**config.mk**
```make
export PLATFORM = sky130hd
export DESIGN_NAME = tachometer_window_average_unit
export DESIGN_NICKNAME = d
export VERILOG_FILES = /design/src/rtl/tachwa_pkg.sv /design/src/rtl/tachwa_div.sv /design/src/rtl/tachometer_window_average_unit.sv
export SDC_FILE = /design/constraint.sdc
export NUM_CORES = 2
export LEC_CHECK = 0
export BUFFER_PORTS_ARGS = -buffer_cell sky130_fd_sc_hd__buf_4
export CAP_MARGIN = 0
export CORE_MARGIN = 5
export CORE_UTILIZATION = 30
export CTS_CLUSTER_SIZE = 24
export DETAILED_ROUTE_END_ITERATION = 16
export PLACE_DENSITY_LB_ADDON = 0.2
export SYNTH_ARGS = -nofsm -noshare
export SYNTH_HDL_FRONTEND = slang
export SYNTH_SLANG_ARGS = --single-unit
```
**constraint.sdc**
```tcl
create_clock -name clk_i -period 8.1 [get_ports clk_i]
set_clock_uncertainty 0.15 [all_clocks]
set_input_delay 1.62 -clock clk_i [delete_from_list [all_inputs] [get_ports clk_i]]
set_output_delay 1.62 -clock clk_i [all_outputs]
set_load 0.005 [all_outputs]
```
**src/rtl/tachwa_pkg.sv**
```systemverilog
// shared types and constants of the tachometer window average unit
package tachwa_pkg;

  localparam int unsigned PeriodW = 32;
  localparam int unsigned ClkHzW  = 32;
  localparam int unsigned IntvW   = 8;
  localparam int unsigned DvdW    = 48;
  localparam int unsigned DvsW    = 32;
  localparam int unsigned FreqW   = 48;
  localparam int unsigned AngW    = 51;
  localparam int unsigned FracW   = 16;
  localparam int unsigned MulBW   = 19;
  localparam int unsigned DivCntW = 6;

  // round(2*pi*65536)
  localparam logic [MulBW-1:0]   TWO_PI_Q16 = 19'd411775;
  localparam logic [DivCntW-1:0] DIV_LAST   = 6'd47;

  typedef enum logic [1:0] {
    STATUS_OK         = 2'd0,
    STATUS_NOT_ENOUGH = 2'd1,
    STATUS_ZERO       = 2'd2
  } status_e;

  typedef enum logic {
    OP_CAPTURE = 1'b0,
    OP_TICK    = 1'b1
  } op_e;

  typedef enum logic {
    CFG_CLOCK_HZ        = 1'b0,
    CFG_REPORT_INTERVAL = 1'b1
  } cfg_idx_e;

  typedef enum logic [3:0] {
    ST_IDLE,
    ST_SUM,
    ST_DIV_AVG,
    ST_WAIT_AVG,
    ST_DIV_FREQ,
    ST_WAIT_FREQ,
    ST_MUL_LO,
    ST_MUL_HI,
    ST_DONE
  } state_e;

  typedef struct packed {
    logic busy;
    logic done;
  } div_stat_t;

endpackage

```
**src/rtl/tachwa_div.sv**
```systemverilog
// restoring divider, one quotient bit per cycle, 48-bit dividend by 32-bit divisor
module tachwa_div (
  input  logic                           clk_i,
  input  logic                           rst_ni,
  input  logic                           start_i,
  input  logic [tachwa_pkg::DvdW-1:0]    dividend_i,
  input  logic [tachwa_pkg::DvsW-1:0]    divisor_i,
  output tachwa_pkg::div_stat_t          stat_o,
  output logic [tachwa_pkg::DvdW-1:0]    quotient_o
);
  import tachwa_pkg::*;

  logic [DvdW-1:0]    quo_q;
  logic [DvsW-1:0]    rem_q;
  logic [DvsW-1:0]    dvs_q;
  logic [DivCntW-1:0] cnt_q;
  logic               busy_q;
  logic               done_q;

  logic [DvsW:0]      rem_sh;
  logic [DvsW:0]      rem_sub;
  logic               ge;
  logic [DvsW-1:0]    rem_next;

  // shift in the next dividend bit, subtract where it fits
  always_comb begin
    rem_sh   = {rem_q, quo_q[DvdW-1]};
    rem_sub  = rem_sh - {1'b0, dvs_q};
    ge       = (rem_sh >= {1'b0, dvs_q});
    rem_next = ge ? rem_sub[DvsW-1:0] : rem_sh[DvsW-1:0];
  end

  always_ff @(posedge clk_i or negedge rst_ni) begin
    if (!rst_ni) begin
      busy_q <= 1'b0;
      done_q <= 1'b0;
      cnt_q  <= '0;
    end else begin
      done_q <= 1'b0;
      if (start_i) begin
        busy_q <= 1'b1;
        cnt_q  <= '0;
      end else if (busy_q) begin
        cnt_q <= cnt_q + 1'b1;
        if (cnt_q == DIV_LAST) begin
          busy_q <= 1'b0;
          done_q <= 1'b1;
        end
      end
    end
  end

  always_ff @(posedge clk_i) begin
    if (start_i) begin
      quo_q <= dividend_i;
      rem_q <= '0;
      dvs_q <= divisor_i;
    end else if (busy_q) begin
      quo_q <= {quo_q[DvdW-2:0], ge};
      rem_q <= rem_next;
    end
  end

  assign stat_o.busy = busy_q;
  assign stat_o.done = done_q;
  assign quotient_o  = quo_q;

endmodule

```
**src/rtl/tachometer_window_average_unit.sv**
```systemverilog
// top level of the period capture tachometer with moving-average window
//
// input channel: one beat is a capture event (operation 0, raw down-counter
// value) or a report tick (operation 1). in_stall_o is low only while the
// sequencer is idle. a capture or a non-reporting tick leaves the sequencer idle.
// a reporting tick with a full window sums the window, then runs the shared
// one-bit-per-cycle divider twice (window sum by WINDOW_SIZE, then clock_hz
// in Q16 by the average) and the shared 32x19 multiplier twice; its result
// beat becomes valid in the same cycle that input reopens.
// a zero average skips the second division and the multiplies.
// a reporting tick with a window not yet full goes straight to the done
// state, which loads a not-enough beat into the output register.
// output channel: a registered result beat; while out_stall_i holds it, the
// next finished report waits in the sequencer, and input keeps stalling.
// config channel: cfg_ready_o is always high; write only while idle.
// reset (asynchronous, active low) clears the window pointer, fill count,
// tick count and output valid, and loads clock_hz = 50000000 and
// report_interval = 10. window entries are not cleared.
module tachometer_window_average_unit #(
  parameter int unsigned WINDOW_SIZE = 5
) (
  input  logic                                clk_i,
  input  logic                                rst_ni,
  // item input
  input  logic                                in_valid_i,
  output logic                                in_stall_o,
  input  logic                                operation_i,
  input  logic [tachwa_pkg::PeriodW-1:0]      capture_value_i,
  // result output
  output logic                                out_valid_o,
  input  logic                                out_stall_i,
  output logic [1:0]                          status_o,
  output logic [tachwa_pkg::PeriodW-1:0]      avg_period_o,
  output logic [tachwa_pkg::FreqW-1:0]        frequency_q16_o,
  output logic [tachwa_pkg::AngW-1:0]         angular_velocity_q16_o,
  // register writes
  input  logic                                cfg_valid_i,
  output logic                                cfg_ready_o,
  input  logic                                cfg_index_i,
  input  logic [tachwa_pkg::ClkHzW-1:0]       cfg_data_i
);
  import tachwa_pkg::*;

  localparam int unsigned IdxW  = (WINDOW_SIZE > 1) ? $clog2(WINDOW_SIZE) : 1;
  localparam int unsigned FillW = $clog2(WINDOW_SIZE + 1);
  localparam int unsigned SumW  = PeriodW + $clog2(WINDOW_SIZE);
  localparam int unsigned ProdW = PeriodW + MulBW;

  // configuration registers
  logic [ClkHzW-1:0] clock_hz_q;
  logic [IntvW-1:0]  intv_q;

  // control state
  state_e            state_q, state_d;
  logic [IdxW-1:0]   wp_q;
  logic [FillW-1:0]  fill_q;
  logic [IntvW-1:0]  tick_q;
  logic [FillW-1:0]  cnt_q;

  // window store and datapath
  logic [PeriodW-1:0] win_q [WINDOW_SIZE];
  logic [PeriodW-1:0] rd_q;
  logic [SumW-1:0]    sum_q;
  logic [PeriodW-1:0] avg_q;
  logic [FreqW-1:0]   freq_q;
  logic [MulBW-1:0]   acc_q;
  logic [AngW-1:0]    ang_q;
  status_e            res_status_q;

  // output register
  logic               out_valid_q;
  status_e            out_status_q;
  logic [PeriodW-1:0] out_avg_q;
  logic [FreqW-1:0]   out_freq_q;
  logic [AngW-1:0]    out_ang_q;

  // handshake decode
  logic               in_fire;
  logic               is_capture;
  logic               is_tick;
  logic [IntvW-1:0]   tick_next;
  logic               report;
  logic               win_full;
  logic               slot_free;

  // shared units
  logic               div_start;
  logic [DvdW-1:0]    div_dividend;
  logic [DvsW-1:0]    div_divisor;
  div_stat_t          div_stat;
  logic [DvdW-1:0]    div_quo;
  logic [PeriodW-1:0] mul_a;
  logic [ProdW-1:0]   mul_p;

  assign in_stall_o  = (state_q != ST_IDLE);
  assign cfg_ready_o = 1'b1;
  assign in_fire     = in_valid_i && !in_stall_o;
  assign is_capture  = in_fire && (op_e'(operation_i) == OP_CAPTURE);
  assign is_tick     = in_fire && (op_e'(operation_i) == OP_TICK);
  assign tick_next   = tick_q + 1'b1;
  assign report      = (tick_next >= intv_q);
  assign win_full    = (fill_q == FillW'(WINDOW_SIZE));
  assign slot_free   = !out_valid_q || !out_stall_i;

  tachwa_div u_div (
    .clk_i      (clk_i),
    .rst_ni     (rst_ni),
    .start_i    (div_start),
    .dividend_i (div_dividend),
    .divisor_i  (div_divisor),
    .stat_o     (div_stat),
    .quotient_o (div_quo)
  );

  // one 32x19 multiplier, used for the low then the high frequency half
  assign mul_p = ProdW'(mul_a) * ProdW'(TWO_PI_Q16);

  // next state
  always_comb begin
    state_d = state_q;
    unique case (state_q)
      ST_IDLE: begin
        if (is_tick && report) begin
          state_d = win_full ? ST_SUM : ST_DONE;
        end
      end
      ST_SUM: begin
        if (cnt_q == FillW'(WINDOW_SIZE)) begin
          state_d = ST_DIV_AVG;
        end
      end
      ST_DIV_AVG:  state_d = ST_WAIT_AVG;
      ST_WAIT_AVG: begin
        if (div_stat.done) begin
          // zero average skips the frequency path and saturates
          state_d = (div_quo[PeriodW-1:0] == '0) ? ST_DONE : ST_DIV_FREQ;
        end
      end
      ST_DIV_FREQ:  state_d = ST_WAIT_FREQ;
      ST_WAIT_FREQ: begin
        if (div_stat.done) begin
          state_d = ST_MUL_LO;
        end
      end
      ST_MUL_LO: state_d = ST_MUL_HI;
      ST_MUL_HI: state_d = ST_DONE;
      ST_DONE: begin
        if (slot_free) begin
          state_d = ST_IDLE;
        end
      end
      default: state_d = ST_IDLE;
    endcase
  end

  // shared unit operand selection
  always_comb begin
    div_start    = 1'b0;
    div_dividend = {clock_hz_q, {FracW{1'b0}}};
    div_divisor  = avg_q;
    mul_a        = {{(PeriodW - FracW){1'b0}}, freq_q[FracW-1:0]};
    unique case (state_q)
      ST_DIV_AVG: begin
        div_start    = 1'b1;
        div_dividend = DvdW'(sum_q);
        div_divisor  = DvsW'(WINDOW_SIZE);
      end
      ST_DIV_FREQ: div_start = 1'b1;
      ST_MUL_HI:   mul_a     = freq_q[FreqW-1:FracW];
      default: ;
    endcase
  end

  always_ff @(posedge clk_i or negedge rst_ni) begin
    if (!rst_ni) begin
      state_q <= ST_IDLE;
    end else begin
      state_q <= state_d;
    end
  end

  // register writes
  always_ff @(posedge clk_i or negedge rst_ni) begin
    if (!rst_ni) begin
      clock_hz_q <= 32'd50000000;
      intv_q     <= 8'd10;
    end else if (cfg_valid_i && cfg_ready_o) begin
      unique case (cfg_idx_e'(cfg_index_i))
        CFG_CLOCK_HZ:        clock_hz_q <= cfg_data_i;
        CFG_REPORT_INTERVAL: intv_q     <= cfg_data_i[IntvW-1:0];
        default: ;
      endcase
    end
  end

  // window pointer, fill count, tick count, sum counter
  always_ff @(posedge clk_i or negedge rst_ni) begin
    if (!rst_ni) begin
      wp_q   <= '0;
      fill_q <= '0;
      tick_q <= '0;
      cnt_q  <= '0;
    end else begin
      if (is_capture) begin
        wp_q <= (wp_q == IdxW'(WINDOW_SIZE - 1)) ? '0 : wp_q + 1'b1;
        if (!win_full) begin
          fill_q <= fill_q + 1'b1;
        end
      end
      if (is_tick) begin
        tick_q <= report ? '0 : tick_next;
      end
      if (state_q == ST_SUM) begin
        cnt_q <= cnt_q + 1'b1;
      end else begin
        cnt_q <= '0;
      end
    end
  end

  // window store: period is all ones minus the captured down-count
  always_ff @(posedge clk_i) begin
    if (is_capture) begin
      win_q[wp_q] <= ~capture_value_i;
    end
    if (state_q == ST_SUM && cnt_q != FillW'(WINDOW_SIZE)) begin
      rd_q <= win_q[cnt_q[IdxW-1:0]];
    end
  end

  // report datapath
  always_ff @(posedge clk_i) begin
    unique case (state_q)
      ST_IDLE: begin
        sum_q        <= '0;
        res_status_q <= STATUS_NOT_ENOUGH;
        avg_q        <= '0;
        freq_q       <= '0;
        ang_q        <= '0;
      end
      ST_SUM: begin
        // read data comes from a registered read, so it trails the address
        if (cnt_q != '0) begin
          sum_q <= sum_q + SumW'(rd_q);
        end
      end
      ST_WAIT_AVG: begin
        if (div_stat.done) begin
          avg_q <= div_quo[PeriodW-1:0];
          if (div_quo[PeriodW-1:0] == '0) begin
            res_status_q <= STATUS_ZERO;
            freq_q       <= '1;
            ang_q        <= '1;
          end
        end
      end
      ST_WAIT_FREQ: begin
        if (div_stat.done) begin
          freq_q <= div_quo;
        end
      end
      ST_MUL_LO: acc_q <= mul_p[FracW+MulBW-1:FracW];
      ST_MUL_HI: begin
        ang_q        <= AngW'(mul_p) + AngW'(acc_q);
        res_status_q <= STATUS_OK;
      end
      default: ;
    endcase
  end

  // output register
  always_ff @(posedge clk_i or negedge rst_ni) begin
    if (!rst_ni) begin
      out_valid_q <= 1'b0;
    end else if (state_q == ST_DONE && slot_free) begin
      out_valid_q <= 1'b1;
    end else if (!out_stall_i) begin
      out_valid_q <= 1'b0;
    end
  end

  always_ff @(posedge clk_i) begin
    if (state_q == ST_DONE && slot_free) begin
      out_status_q <= res_status_q;
      out_avg_q    <= avg_q;
      out_freq_q   <= freq_q;
      out_ang_q    <= ang_q;
    end
  end

  assign out_valid_o            = out_valid_q;
  assign status_o               = out_status_q;
  assign avg_period_o           = out_avg_q;
  assign frequency_q16_o        = out_freq_q;
  assign angular_velocity_q16_o = out_ang_q;

`ifndef NO_ASSERTIONS
  // fill count saturates at the window depth
  a_fill_bound: assert property (@(posedge clk_i) disable iff (!rst_ni)
    fill_q <= FillW'(WINDOW_SIZE))
    else $error("fill count beyond window depth");

  // the divider is never restarted while it runs
  a_div_idle_start: assert property (@(posedge clk_i) disable iff (!rst_ni)
    div_start |-> !div_stat.busy)
    else $error("divider started while busy");

  // a divider result only shows up where the sequencer waits for it
  a_div_done_wait: assert property (@(posedge clk_i) disable iff (!rst_ni)
    div_stat.done |-> (state_q == ST_WAIT_AVG || state_q == ST_WAIT_FREQ))
    else $error("divider result with nobody waiting");

  // a finished report holds while the output slot is occupied
  a_done_hold: assert property (@(posedge clk_i) disable iff (!rst_ni)
    (state_q == ST_DONE && out_valid_q && out_stall_i) |=> state_q == ST_DONE)
    else $error("report dropped while output stalled");

  // a report is only started from a full window
  a_sum_full: assert property (@(posedge clk_i) disable iff (!rst_ni)
    (state_q == ST_SUM) |-> win_full)
    else $error("window summed before full");
`endif

endmodule

```
# Word-level counts from Yosys, hierarchy flattened
# Memory sizes are Yosys's and may differ from the RTL's. A register that Yosys moved wholly into a read port is not among the register bits.
# Cells that the tools add are included.
# word_totals
register_bits,502
inputBits,71
n_memories,1
mem_bits_rw,160
wordCells,132
out_inout_bits,136
# op_classes
addsub,8
bitwise_logic,4
muxes,43
n_reduce_logical,28
magnitude_cmp,2
n_eq_ne,21
n_mul,1
# mem_list
memory,depth,word_bits,rd,rd_clocked_by_memory_dff,write_ports,line,text
win_q,5,32,1,1,1,tachometer_window_average_unit.sv:61,logic [PeriodW-1:0] win_q [WINDOW_SIZE];
# op_table
op,n
48-bit two-way mux,6
51-bit case mux with 3 select lines,1
48-bit case mux with 3 select lines,1
51-bit two-way mux,2
32-bit two-way mux,3
35-bit case mux with 2 select lines,1
32-bit case mux with 2 select lines,1
51-bit by 19-bit adder with 51-bit output,1
"32-bit by 19-bit multiplier with 51-bit output, second input constant",1
4-bit case mux with 9 select lines,1
35-bit by 32-bit adder with 35-bit output,1
35-bit two-way mux,1
33-bit by 32-bit greater-or-equal comparator with 1-bit output,1
32-bit logical NOT,1
32-bit inverter,1
32-bit subtractor,1
4-bit two-way mux,7
"4-bit by 3-bit equality test with 1-bit output, second input constant",4
6-bit two-way mux,2
1-bit two-way mux,11
2-bit AND reduction,5
"3-bit by 1-bit adder with 3-bit output, second input constant",3
"3-bit equality test, second input constant",3
3-bit nonzero test,3
other kinds (25),45

# Logic depth before layout (Yosys ltp)
# logic_depth
ltp_word,7
depth_mapped,36
ltp_nobuf,34

# Hierarchy
# From an unflattened synthesis, not the netlist that was laid out.
# hier_totals
hier_cells,3688
hier_area_um2,42781.0
# by_module_without_submodules
module,seq_area_each_um2,n_inst,cells_per_inst,area_per_inst_um2
tachometer_window_average_unit,16943.8,1,3085,36112.1
tachwa_div,3243.1,1,603,6668.9

# Least setup slack after synthesis
# Ideal clock, no wire load.
# synth_path
path_kind,register to register
start,register state_q[3]
end,"register ang_q[49], data pin"
stages_incl_launch_ff,34
setup_slack_ps,-835
t_arrival_ps,8650
setup_ps,135
synth_period_minus_slack_ps,8935
cell_sequence,dfrtp_1 > nand2b_1 > nor2_1 > buf_1 > clkbuf_1 > clkbuf_1 > buf_1 > nand2_1 > nand2_1 > inv_1 > fa_1 > inv_1 > fa_1 > inv_1 > fa_1 > inv_1 > ha_1 > fa_1 > inv_1 > fa_1 > inv_1 > ha_1 > buf_4 > o21ai_0 > a22oi_1 > o21ai_0 > a21oi_1 > mux2_2 > a2111oi_4 > nand4_4 > nor3_4 > nand4_2 > or4_1 > nand3_1
# synth_between
elab_chain_cells,5
word_cells_on_any_way,7
classes_between,1 x add/sub; 1 x mul; 2 x eq/ne; 2 x mux; 1 x reduce/logical
# synth_rtl
element,line,text
"start, declared",tachometer_window_average_unit.sv:54,"state_e state_q, state_d;"
"start signal, assigned",tachometer_window_average_unit.sv:178,state_q <= state_d;
4-bit by 3-bit equality test with 1-bit output,"tachometer_window_average_unit.sv:162, tachometer_window_average_unit.sv:233",
32-bit two-way mux,tachometer_window_average_unit.sv:162,unique case (state_q)
32-bit by 19-bit multiplier with 51-bit output,tachometer_window_average_unit.sv:116,assign mul_p = ProdW'(mul_a) * ProdW'(TWO_PI_Q16);
51-bit by 19-bit adder with 51-bit output,tachometer_window_average_unit.sv:264,ang_q <= AngW'(mul_p) + AngW'(acc_q);
51-bit case mux with 3 select lines (*),tachometer_window_average_unit.sv:233,unique case (state_q)
"end signal, assigned",tachometer_window_average_unit.sv:264,
"end, declared",tachometer_window_average_unit.sv:67,logic [AngW-1:0] ang_q;
# Mark *: on every way between the ends. The rest lies on a longest branch, timed or not.
# A chain may end at the register's enable or synchronous reset.

# Worst setup path after layout
# layout_path
start,register state_q[3]
end,"register ang_q[47], data pin"
# Same word-level chain as after synthesis.

==> results_dict.tcl <==
set metrics [dict create \
    layout.nets 4797 \
    cts_buffers 81 \
    die_h_um 385.1 \
    hp-start "ang_q[40]" \
    cp.arrival_ps 8030 \
    critPathTopFamily "adder cells" \
    path_buf_inv 9 \
    yosys_warnings 0 \
    wl_mm 114.7 \
    r2r-end "ang_q[47]" \
    holdBufCountCts 0 \
    r2r_slack_ps 290 \
    cpMostUsedCell "fa_1" \
    whs_path_depth 0 \
    max_slew_margin_pct 27.75 \
    irDropWorstVdd_uv 162.1 \
    tightestPinTransition_ps 1084 \
    crit_path_start_kind "register" \
    synth_edf_count 592 \
    vias_per_cell 4.656 \
    critPathRequiredTime_ps 8330 \
    syn_nets 4253 \
    cts-root-buf "clkbuf_16" \
    dr_total_vias 28740 \
    wl_per_cell_um 18.58 \
    async_flop_share_pct 10.09 \
    grt_start_max_net_pins 127 \
    cp-startpoint "state_q[3]" \
    cts_buffer_depth 3 \
    std_cell_rows 137 \
    rsz0062_at_grt "true" \
    drv_cap 0 \
    fin_crit_sh_pct 96.40 \
    clkSinkCount 694 \
    seq_area_frac_synth_pct 47.83 \
    fin_util_pct 37.85 \
    clk_pin_slew_ps 60 \
    ctsHtreeMaxLevel 3 \
    grt_pass1_vias 29150 \
    drc_errors 0 \
    cts_tree "built" \
    synth.top_cell.area_share_pct 42.12 \
    io_pins 207 \
    grt_use_total_pct 15.22 \
    syn-instance-count 3685 \
    setup_viol 0 \
    hold_violations 0 \
    report.final.slew_viol_count 0 \
    drtIter0Drc 1882 \
    r2r-start "state_q[3]" \
    netlist_area_um2 42200 \
    holdPathEnd "angular_velocity_q16_o[40]" \
    grt_first_pass_wirelength_mm 174.4 \
    status "complete, no violations" \
    synth_cell_types 95 \
    dr.pass1.iters 5 \
    worstSkewPairLatency_ps 700 \
    cp_slowest_stage_delay_ps 530 \
    core-area_um2 139700 \
    reg2regPathDepth 35 \
    synth_area_leaders "edfxtp_1, ha_1, fa_1, inv_1, dfrtp_1" \
    dp_hpwl_mm 87.06 \
    die_area_um2 148300 \
    fin_setup_tns_ps 0 \
    area_growth_pct 25.28 \
    layout_min_cycle_time_ps 7808 \
    crit_type "register to register" \
    critical_path.slowest_cell "fa_1" \
    numPortBuffers 205 \
    grt_overflow 0 \
    die_w_um 385.1 \
    ys_dominant_reg_cell "edfxtp_1" \
    ant_nets 0 \
    grt_antenna_before_repair 7 \
    critPathMaxFanout 6 \
    fmax_mhz 128.1 \
    holdCritPathClass "register to register" \
    fillCellCount 13670 \
    postSynthAreaPerCell_um2 11.45 \
    p_per_area_nw_per_um2 146.4 \
    ys_ff_latch 694 \
    place_congestion 0.8483 \
    start_util_pct 30.21 \
    path_depth 35 \
    layout-drive-gt1-share_pct 25.57 \
    p_leak_nw 22.10 \
    end_kind "register" \
    yosysTopAreaCell "edfxtp_1" \
]
cell type report:
cell class                 instances  area (um^2)  area share [%]
tap                             1876         2347           4.439
inverter                         540         2042           3.862
timing repair buffer             571         4473           8.460
multi-input combinational       2341        21040           39.79
sequential                       694        20190           38.19
antenna                            3        7.507         0.01420
clock buffer                     105         2157           4.080
clock inverter                    43        614.3           1.162
kinds of logic (layout without fill, tap and decap cells):
group | after synthesis | after routing | synth area share, %
buffers and inverters | 650 | 1259 | 5.876
other | 1 | 4 | 0.008885
AO/OA/AOI/OAI | 643 | 643 | 9.854
flip-flops | 694 | 694 | 47.83
AND/OR/NAND/NOR | 858 | 858 | 9.878
adder cells (fa/ha/maj) | 497 | 497 | 17.85
XOR/XNOR | 196 | 196 | 4.067
multiplexers | 146 | 146 | 4.637
stage by stage:
step | hold WS, ps | worst slack [ps] | std cells | area [um^2] | power (mW)
2_1_floorplan | 250.3 | -96.87 | 3685 | 42250 | 4.008
3_3_place_gp | 253.4 | -99.45 | 5958 | 48090 | 4.075
3_5_place_dp | 254.5 | -177.3 | 5958 | 48090 | 4.076
4_1_cts | 265.5 | 11.93 | 6108 | 50940 | 7.864
5_1_grt | 268.5 | -89.40 | 6170 | 52860 | 8.015
6_report | 263.5 | 291.8 | 6173 | 52870 | 7.739
flip-flops by register name, indices dropped and copies added (netlist names), 6 cells and up:
register,flops
sum_q,35
avg_q,32
tick_q,8
avg_period_o,32
u_div.quotient_o,48
freq_q,48
u_div.dvs_q,32
u_div.rem_q,32
ang_q,51
clock_hz_q,32
win_q,160
rd_q,32
angular_velocity_q16_o,51
acc_q,19
u_div.cnt_q,6
intv_q,8
frequency_q16_o,48
cells in the final DEF (no fill, tap or decap), drive strengths merged, types with 72 or more instances in the layout:
cell type,instances
edfxtp,592
buf,568
inv,540
ha,322
nor2,270
nand2,216
a21oi,178
fa,175
o21ai,171
xnor2,129
clkbuf,108
and2,80
mux2,76
a21o,72
power by group:
part | leakage [nW] | switching (mW) | internal, mW
registers | 6.09 | 0.0235 | 3.88
clock network | 1.33 | 1.54 | 2.20
logic | 14.7 | 0.0464 | 0.0527
synth_stat cells (25+ instances only):
| master | number |
|---|---|
| clkbuf_1 | 75 |
| o21ai_0 | 163 |
| mux4_2 | 32 |
| ha_1 | 322 |
| nor3_1 | 39 |
| dfrtp_1 | 56 |
| dfxtp_1 | 32 |
| edfxtp_1 | 592 |
| nor2_1 | 269 |
| mux2_2 | 76 |
| a21oi_1 | 176 |
| a21o_1 | 72 |
| mux2i_1 | 38 |
| xnor2_1 | 129 |
| fa_1 | 175 |
| inv_1 | 536 |
| nand4_1 | 42 |
| and3_1 | 25 |
| nand3_1 | 54 |
| and2_1 | 79 |
| xor2_1 | 67 |
| nand2_1 | 216 |
| a22o_1 | 27 |
worst max path at each step:
stage | end | slack (ps)
floorplan | ang_q[49] | -100
global placement | ang_q[49] | -100
CTS | ang_q[31] | 10
finish | ang_q[47] | 290
global route | ang_q[47] | -90
detailed placement | ang_q[31] | -180
metal layers:
metal | routed length, um | global-route usage [%]
met5 | 0 | 0
met4 | 3142 | 4.286
met3 | 6720 | 3.259
met2 | 49180 | 22.68
met1 | 55640 | 22.29
timing repair:
action | 4_1_cts | 5_1_grt
pin swaps | 5 | 144
gates cloned | 0 | 3
endpoints found under the hold margin | 0 | 0
buffers inserted | 2 | 61
gates resized for setup | 13 | 281
endpoints found under the setup margin | 19 | 30
Note: power is estimated with default switching activity, not from simulation.
